### src/hdl/rebq_pkg.sv
`timescale 1ns / 1ps
// shared types, constants and the quadrature transition table
// for the rotary encoder and button qualifier; no dependencies
package rebq_pkg;

    localparam int COUNT_WIDTH_DEFAULT = 16;
    localparam int TIME_WIDTH_DEFAULT  = 16;

    localparam int MS_WIDTH  = 16;
    localparam int CFG_WIDTH = 16;

    // register indexes on the write port
    localparam logic REG_LONG_PRESS = 1'b0;
    localparam logic REG_REBOUND    = 1'b1;

    localparam logic [CFG_WIDTH-1:0] LONG_PRESS_RESET = 16'd1000;
    localparam logic [CFG_WIDTH-1:0] REBOUND_RESET    = 16'd200;

    // {previous phase, current phase} codes
    localparam logic [3:0] TRANS_FWD_0  = 4'b1101;
    localparam logic [3:0] TRANS_FWD_1  = 4'b0100;
    localparam logic [3:0] TRANS_FWD_2  = 4'b0010;
    localparam logic [3:0] TRANS_FWD_3  = 4'b1011;
    localparam logic [3:0] TRANS_BACK_0 = 4'b1110;
    localparam logic [3:0] TRANS_BACK_1 = 4'b0111;
    localparam logic [3:0] TRANS_BACK_2 = 4'b0001;
    localparam logic [3:0] TRANS_BACK_3 = 4'b1000;

    typedef enum logic [1:0] {
        MOVE_NONE,
        MOVE_FWD,
        MOVE_BACK
    } move_t;

    typedef struct packed {
        logic                pin_a;
        logic                pin_b;
        logic                button_level;
        logic [MS_WIDTH-1:0] elapsed_ms;
    } tick_t;

    typedef struct packed {
        logic turn_up;
        logic turn_down;
        logic short_press;
        logic long_press;
    } result_t;

    typedef struct packed {
        logic up;
        logic down;
    } turn_t;

    typedef struct packed {
        logic short_press;
        logic long_press;
    } press_t;

    function automatic move_t phase_move(input logic [3:0] trans);
        move_t mv;
        unique case (trans)
            TRANS_FWD_0, TRANS_FWD_1, TRANS_FWD_2, TRANS_FWD_3:
                mv = MOVE_FWD;
            TRANS_BACK_0, TRANS_BACK_1, TRANS_BACK_2, TRANS_BACK_3:
                mv = MOVE_BACK;
            default:
                mv = MOVE_NONE;
        endcase
        return mv;
    endfunction

endpackage

### src/hdl/rebq_encoder.sv
`timescale 1ns / 1ps
// quadrature step counter and detent detector
// depends on rebq_pkg
module rebq_encoder
    import rebq_pkg::*;
#(
    parameter int COUNT_WIDTH = COUNT_WIDTH_DEFAULT
)
(
    input  logic  clk,
    input  logic  rst_n,
    input  logic  step,
    input  logic  pin_a,
    input  logic  pin_b,
    output turn_t turn
);

    localparam int QW = COUNT_WIDTH - 2;

    logic [1:0]             prev_phase_reg;
    logic [1:0]             prev_phase_next;
    logic [COUNT_WIDTH-1:0] count_reg;
    logic [COUNT_WIDTH-1:0] count_next;
    logic [COUNT_WIDTH-1:0] reported_reg;
    logic [COUNT_WIDTH-1:0] reported_next;
    logic [QW-1:0]          quot_diff;
    move_t                  mv;

    always_comb
    begin
        prev_phase_next = {pin_a, pin_b};
        mv = phase_move({prev_phase_reg, pin_a, pin_b});
        unique case (mv)
            MOVE_FWD:  count_next = count_reg + {{(COUNT_WIDTH-1){1'b0}}, 1'b1};
            MOVE_BACK: count_next = count_reg - {{(COUNT_WIDTH-1){1'b0}}, 1'b1};
            default:   count_next = count_reg;
        endcase

        // quotient difference wraps, its top bit gives the direction
        quot_diff = count_next[COUNT_WIDTH-1:2] - reported_reg[COUNT_WIDTH-1:2];
        turn.up   = (quot_diff != '0) && quot_diff[QW-1];
        turn.down = (quot_diff != '0) && !quot_diff[QW-1];
        reported_next = (quot_diff != '0) ? count_next : reported_reg;
    end

    always_ff @(posedge clk or negedge rst_n)
    begin
        if (!rst_n)
        begin
            prev_phase_reg <= '0;
            count_reg      <= '0;
            reported_reg   <= '0;
        end
        else if (step)
        begin
            prev_phase_reg <= prev_phase_next;
            count_reg      <= count_next;
            reported_reg   <= reported_next;
        end
    end

endmodule

### src/hdl/rebq_button.sv
`timescale 1ns / 1ps
// button hold timer, long/short press qualifier and rebound lockout
// depends on rebq_pkg
module rebq_button
    import rebq_pkg::*;
#(
    parameter int TIME_WIDTH = TIME_WIDTH_DEFAULT
)
(
    input  logic                 clk,
    input  logic                 rst_n,
    input  logic                 step,
    input  logic                 button_level,
    input  logic [MS_WIDTH-1:0]  elapsed_ms,
    input  logic [CFG_WIDTH-1:0] long_press_ms,
    input  logic [CFG_WIDTH-1:0] rebound_ms,
    output press_t               press
);

    localparam int BASE_W = (TIME_WIDTH > MS_WIDTH) ? TIME_WIDTH : MS_WIDTH;
    localparam int WIDE_W = BASE_W + 1;
    localparam logic [WIDE_W-1:0] TIME_MAX_W =
        {{(WIDE_W-TIME_WIDTH){1'b0}}, {TIME_WIDTH{1'b1}}};

    logic                  seen_reg;
    logic                  seen_next;
    logic [TIME_WIDTH-1:0] held_reg;
    logic [TIME_WIDTH-1:0] held_next;
    logic                  suppress_reg;
    logic                  suppress_next;
    logic [TIME_WIDTH-1:0] lockout_reg;
    logic [TIME_WIDTH-1:0] lockout_next;

    logic                  pressed;
    logic [WIDE_W-1:0]     elapsed_w;
    logic [WIDE_W-1:0]     held_sum;
    logic [TIME_WIDTH-1:0] held_sat;
    logic [WIDE_W-1:0]     long_w;
    logic [TIME_WIDTH-1:0] long_lim;
    logic [WIDE_W-1:0]     rebound_w;
    logic [TIME_WIDTH-1:0] rebound_lim;
    logic [TIME_WIDTH-1:0] lockout_mid;
    logic [WIDE_W-1:0]     lockout_w;

    always_comb
    begin
        pressed   = !button_level;
        elapsed_w = {{(WIDE_W-MS_WIDTH){1'b0}}, elapsed_ms};

        // register values clamped to the timer range
        long_w    = {{(WIDE_W-CFG_WIDTH){1'b0}}, long_press_ms};
        long_lim  = (long_w > TIME_MAX_W) ? {TIME_WIDTH{1'b1}} : long_w[TIME_WIDTH-1:0];
        rebound_w = {{(WIDE_W-CFG_WIDTH){1'b0}}, rebound_ms};
        rebound_lim = (rebound_w > TIME_MAX_W) ? {TIME_WIDTH{1'b1}}
                                               : rebound_w[TIME_WIDTH-1:0];

        held_sum = {{(WIDE_W-TIME_WIDTH){1'b0}}, held_reg} + elapsed_w;
        held_sat = (held_sum > TIME_MAX_W) ? {TIME_WIDTH{1'b1}} : held_sum[TIME_WIDTH-1:0];

        held_next         = held_reg;
        suppress_next     = suppress_reg;
        lockout_mid       = lockout_reg;
        press.long_press  = 1'b0;
        press.short_press = 1'b0;

        if (pressed && !suppress_reg)
        begin
            held_next = held_sat;
            if (held_sat >= long_lim)
            begin
                suppress_next    = 1'b1;
                press.long_press = 1'b1;
            end
        end

        // release edge
        if (seen_reg && !pressed)
        begin
            if (suppress_next)
            begin
                suppress_next = 1'b0;
            end
            else if (lockout_reg == '0)
            begin
                press.short_press = 1'b1;
                lockout_mid       = rebound_lim;
            end
            held_next = '0;
        end
        seen_next = pressed;

        lockout_w = {{(WIDE_W-TIME_WIDTH){1'b0}}, lockout_mid};
        if (lockout_w > elapsed_w)
        begin
            lockout_next = lockout_mid - elapsed_w[TIME_WIDTH-1:0];
        end
        else
        begin
            lockout_next = '0;
        end
    end

    always_ff @(posedge clk or negedge rst_n)
    begin
        if (!rst_n)
        begin
            seen_reg     <= 1'b0;
            held_reg     <= '0;
            suppress_reg <= 1'b0;
            lockout_reg  <= '0;
        end
        else if (step)
        begin
            seen_reg     <= seen_next;
            held_reg     <= held_next;
            suppress_reg <= suppress_next;
            lockout_reg  <= lockout_next;
        end
    end

endmodule

### src/hdl/rotary_encoder_and_button_qualifier.sv
`timescale 1ns / 1ps
// Rotary encoder and button qualifier, top level.
// Input channel tick/tick_valid/tick_ready carries one sample per transfer:
// the two quadrature pins, the raw active-low button level and the
// milliseconds since the previous sample. Output channel
// result/result_valid/result_ready returns exactly one result per sample
// with turn_up, turn_down, short_press and long_press flags.
// A sample lands in an input register; from there one pass of table
// lookup, add, compare and subtract updates the encoder and button state
// and fills the result register. result_valid rises once the sample has
// passed the input and result registers; throughput is one sample per
// cycle, limited only by the result register draining.
// When result_ready is low the result register holds; the input register
// still takes one more sample, then tick_ready drops until the result
// is taken. Reset (rst_n low, asynchronous) clears the step count, hold
// timer, lockout and both pipeline valids; long_press_ms returns to 1000
// and rebound_ms to 200. Registers are written through write_en/
// write_index/write_data with no wait; the user must write them only
// while no sample is in flight, which the block itself does not enforce.
// depends on rebq_pkg, rebq_encoder, rebq_button
module rotary_encoder_and_button_qualifier
    import rebq_pkg::*;
#(
    parameter int COUNT_WIDTH = COUNT_WIDTH_DEFAULT,
    parameter int TIME_WIDTH  = TIME_WIDTH_DEFAULT
)
(
    input  logic                 clk,
    input  logic                 rst_n,
    input  logic                 tick_valid,
    output logic                 tick_ready,
    input  tick_t                tick,
    output logic                 result_valid,
    input  logic                 result_ready,
    output result_t              result,
    input  logic                 write_en,
    input  logic                 write_index,
    input  logic [CFG_WIDTH-1:0] write_data
);

    logic                 in_valid_reg;
    tick_t                in_data_reg;
    logic                 out_valid_reg;
    result_t              out_data_reg;
    result_t              out_data_next;
    logic [CFG_WIDTH-1:0] long_press_reg;
    logic [CFG_WIDTH-1:0] rebound_reg;
    logic                 advance;
    turn_t                turn;
    press_t               press;

    assign advance      = in_valid_reg && (!out_valid_reg || result_ready);
    assign tick_ready   = !in_valid_reg || advance;
    assign result_valid = out_valid_reg;
    assign result       = out_data_reg;

    rebq_encoder #(
        .COUNT_WIDTH (COUNT_WIDTH)
    ) u_encoder (
        .clk   (clk),
        .rst_n (rst_n),
        .step  (advance),
        .pin_a (in_data_reg.pin_a),
        .pin_b (in_data_reg.pin_b),
        .turn  (turn)
    );

    rebq_button #(
        .TIME_WIDTH (TIME_WIDTH)
    ) u_button (
        .clk           (clk),
        .rst_n         (rst_n),
        .step          (advance),
        .button_level  (in_data_reg.button_level),
        .elapsed_ms    (in_data_reg.elapsed_ms),
        .long_press_ms (long_press_reg),
        .rebound_ms    (rebound_reg),
        .press         (press)
    );

    always_comb
    begin
        out_data_next.turn_up     = turn.up;
        out_data_next.turn_down   = turn.down;
        out_data_next.short_press = press.short_press;
        out_data_next.long_press  = press.long_press;
    end

    always_ff @(posedge clk or negedge rst_n)
    begin
        if (!rst_n)
        begin
            long_press_reg <= LONG_PRESS_RESET;
            rebound_reg    <= REBOUND_RESET;
        end
        else if (write_en)
        begin
            unique case (write_index)
                REG_LONG_PRESS: long_press_reg <= write_data;
                REG_REBOUND:    rebound_reg    <= write_data;
                default:        ;
            endcase
        end
    end

    always_ff @(posedge clk or negedge rst_n)
    begin
        if (!rst_n)
        begin
            in_valid_reg  <= 1'b0;
            out_valid_reg <= 1'b0;
        end
        else
        begin
            if (tick_ready)
            begin
                in_valid_reg <= tick_valid;
            end
            if (advance)
            begin
                out_valid_reg <= 1'b1;
            end
            else if (result_ready)
            begin
                out_valid_reg <= 1'b0;
            end
        end
    end

    // payload registers
    always_ff @(posedge clk)
    begin
        if (tick_valid && tick_ready)
        begin
            in_data_reg <= tick;
        end
        if (advance)
        begin
            out_data_reg <= out_data_next;
        end
    end

endmodule

### config.mk
export PLATFORM = sky130hd
export DESIGN_NAME = rotary_encoder_and_button_qualifier
export DESIGN_NICKNAME = d
export VERILOG_FILES = /design/src/hdl/rebq_pkg.sv /design/src/hdl/rebq_encoder.sv /design/src/hdl/rebq_button.sv /design/src/hdl/rotary_encoder_and_button_qualifier.sv
export SDC_FILE = /design/constraint.sdc
export NUM_CORES = 1
export LEC_CHECK = 0
export ABC_AREA = 1
export BUFFER_PORTS_ARGS = -buffer_cell sky130_fd_sc_hd__buf_4
export CAP_MARGIN = 20
export CORE_MARGIN = 2
export CORE_UTILIZATION = 30
export DETAILED_ROUTE_END_ITERATION = 10
export PLACE_DENSITY_LB_ADDON = 0.05
export SYNTH_ARGS = -nofsm -noshare
export SYNTH_HDL_FRONTEND = slang
export SYNTH_SLANG_ARGS = --single-unit
### constraint.sdc
create_clock -name clk -period 11.4 [get_ports clk]
set_clock_uncertainty 0.05 [all_clocks]
set_input_delay 3.42 -clock clk [delete_from_list [all_inputs] [get_ports clk]]
set_output_delay 3.42 -clock clk [all_outputs]
set_load 0.05 [all_outputs]
==> summary.txt <==
Status
  – Outcome: finished, final reports clean

CTS
  – Post-CTS Setup Bufs: 0
  – CTS max path bufs: 2
  – Worst-path clk slew: about 0.06 ns
  – Worst-Skew Late Latency: 0.42 ns
  – H-tree levels: 4
  – CTS root buf: clkbuf_16
  – Cts hold-fix bufs: 0
  – Post-cts resize count: 0
  – Num CTS Buffers: 17
  – CTS tree: yes
  – Clock Sink Count: 123

Layout
  – Final antenna diode count: 0
  – Filler cells: approximately 2,900
  – Area of the multi-input gates: 4340 um^2
  – Fin nets: 1,229
  – FF+latch area: approximately 3200 um^2
  – Max FFs per register: 19
  – Fraction of layout cells with a size suffix above 1: about an eighth
  – Synthesis-to-finish area growth: 15.29%
  – Fin cells: between 1,000 and 1,500

Die
  – Initial core utilization: ~30%
  – Die Ht: 170.3 um
  – Io pins: 47
  – Core area: around 27,000 um^2
  – Die Area: about 29,000 um^2
  – Num rows: 60
  – DIE WIDTH: roughly 170 um

Worst hold path
  – Hold Path Origin: u_encoder.reported_reg[3]
  – HP Class: flop to flop

Yosys
  – Asr flop ratio synth: between 80% and 90%
  – #FFs+latches synth: about 120
  – Number of synthesis warnings: 0
  – Mapped Area: around 8300 um^2
  – Post-synth net total: around 1,200
  – Unique masters post-synth: 45
  – Post-Syn Instances: between 1,000 and 1,500
  – Seq/Total Area, Yosys: a little under 40%
  – EDFF count, synth: 23
  – Post-synth top flop: dfrtp_1
  – Mean Syn Cell Area: about 8 um^2

STA
  – Worst Max-Slew Pin Slew: a little over 0.9 ns
  – Final setup fails: 0
  – Relative slew margins: about 38%
  – Fin. max-slew vios: 0
  – Tcrit/Tclk final: between 60% and 70%
  – Max Freq: between 100 and 150 MHz
  – Hold_ws: around 0.43 ns
  – Setup_tns: 0 ns
  – RSZ-0062 raised after global routing: no
  – Endpoints failing hold: 0
  – Tmin final: 7.451 ns

Global routing
  – Largest net degree at the start of global routing: between 60 and 70
  – Total track usage: ~16%
  – Vias in the first global route: 6,896
  – Total gr overflow: 0
  – First-pass GRT wire length: 35,870 um
  – Initial antenna violation count: 0

Worst setup path
  – Critical R2R Launch: in_data_reg[0]
  – WP data arrival: just under 4 ns
  – Startpoint Class: primary input
  – Worst setup EP type: output port
  – CP startpoint: result_ready
  – CP Max Fanout: 3
  – Critical path type: primary input to output port
  – Worst path required time: 7.93 ns

Route
  – Drt wl/cell: 14.55 um
  – Post-DR vias/cell: 4.526
  – Detailed-route DRC error count: 0
  – DR iter-0 viols: ~250
  – Routed Antenna Nets: 0
  – Vias: 6,622
  – Pre-Repair DR Iteration Count: 4
  – Final WL: ~21,000 um

Placed design
  – GPL Wtd Cong: 0.7919
  – Port bufs: 46
  – Post-DP HPWL: 16,560 um
  – Placed cells: between 1,000 and 1,500

Pwr
  – Lkg Pwr: 4.900 nW
  – Pwr dens: 338.3 nW/um^2
  – Worst IR drop on VDD: between 90 and 100 uV

Run
  – Max-cap violations: 0
-- per-stage QoR --
stage	instance area [um^2]	setup slack, ns	util [%]	total power [W]
2_1_floorplan	8295	4.050	-	0.002287
3_3_place_gp	8989	3.939	33.26	0.002744
3_5_place_dp	8989	3.943	33.26	0.002741
4_1_cts	9564	3.941	35.39	0.003298
5_1_grt	9564	3.894	35.39	0.003630
6_report	9564	3.949	35.39	0.003235
-- worst max-delay path, cell delays in order --
cell	delay [ns]
buf_4	0.11
inv_1	0.10
nand3_1	0.13
buf_4	0.22
-- per-layer routing --
layer	track usage [%]	wire (um)
met1	19.89	10070
met2	28.15	10520
met3	2.535	354
met4	5.128	356
met5	0	0
-- final timing paths --
kind,depth (start not counted),slack (ns),endpoint
worst max-delay path,4,3.95,tick_ready
min in group asynchronous,1,2.90,u_encoder.reported_reg[3]
worst min register to register,2,0.43,u_encoder.reported_reg[3]
worst min-delay path,2,0.43,u_encoder.reported_reg[3]
max in group asynchronous,2,7.11,u_button.held_reg[13]
worst max register to register,34,4.79,u_button.lockout_reg[15]
-- area by class of cell --
class                   count  share of cell area (%)
clock buffers              22                   5.089
clock inverters            10                  0.9288
inverters                 171                   6.711
multi-input cells         746                   45.38
flip-flops and latches    123                   33.50
well taps                 341                   4.461
repair buffers             50                   3.925
-- cell usage after synthesis, types with 3 or more instances --
| master | number | area [um^2] |
|---|---|---|
| a21o_1 | 4 | 30.03 |
| a21oi_1 | 57 | 285.3 |
| a21oi_2 | 4 | 35.03 |
| a22o_1 | 7 | 61.31 |
| a31oi_1 | 4 | 25.02 |
| clkbuf_1 | 16 | 60.06 |
| dfrtp_1 | 91 | 2277 |
| dfstp_2 | 9 | 236.5 |
| edfxtp_1 | 23 | 690.7 |
| fa_1 | 3 | 60.06 |
| ha_1 | 76 | 950.9 |
| inv_1 | 163 | 611.8 |
| inv_2 | 6 | 22.52 |
| nand2_1 | 283 | 1062 |
| nand2_2 | 33 | 206.5 |
| nand3_1 | 54 | 270.3 |
| nand3_2 | 3 | 30.03 |
| nand3b_1 | 3 | 22.52 |
| nand4_1 | 6 | 37.54 |
| nor2_1 | 31 | 116.4 |
| nor2_2 | 3 | 18.77 |
| nor3_1 | 8 | 40.04 |
| nor4_1 | 5 | 31.28 |
| o21ai_0 | 82 | 410.4 |
| o21ai_1 | 5 | 25.02 |
| o21bai_1 | 7 | 52.55 |
| o22ai_1 | 14 | 87.58 |
| or2_2 | 4 | 25.02 |
| xnor2_1 | 20 | 175.2 |
| xor2_1 | 16 | 140.1 |
-- logic make-up after synthesis --
| group | Yosys count | synth area share [%] |
|---|---|---|
| compound gates | 194 | 13.17 |
| xor+xnor | 36 | 3.801 |
| fa+ha+maj | 79 | 12.19 |
| buf+inv | 193 | 9.050 |
| flops | 123 | 38.63 |
| simple gates | 437 | 23.17 |
-- cell usage in the layout, fill, tap and decap left out, types with 2 or more instances in the layout --
cell type / count
edfxtp_1: 23
clkinv_2: 5
nand4_1: 6
nand3_1: 54
a21boi_0: 2
o21ai_0: 82
clkbuf_16: 19
fa_1: 3
xor2_1: 16
nor3_1: 8
nand2_2: 33
inv_2: 6
clkbuf_1: 3
a21oi_2: 4
nor4_1: 5
a22o_1: 7
a21o_1: 4
nand3b_1: 3
buf_4: 50
o21a_1: 2
nand3_2: 3
ha_1: 76
nor2_1: 31
o22ai_1: 14
o211ai_1: 2
clkinv_1: 2
clkinv_4: 3
a31o_2: 2
a21oi_1: 57
dfstp_2: 9
nand2_1: 283
xnor2_1: 20
nor2_2: 3
inv_1: 163
a31oi_1: 4
dfrtp_1: 91
o21ai_1: 5
o21bai_1: 7
or2_2: 4
-- report_power, final --
part	switching, W	internal (W)	leakage (nW)
clock	0.000212	0.000325	0.284
combinational	0.00126	0.000758	3.14
sequential	0.0000895	0.000596	1.47
total	0.00156	0.00168	4.90
No activity file was read; power rests on OpenSTA's default activity.
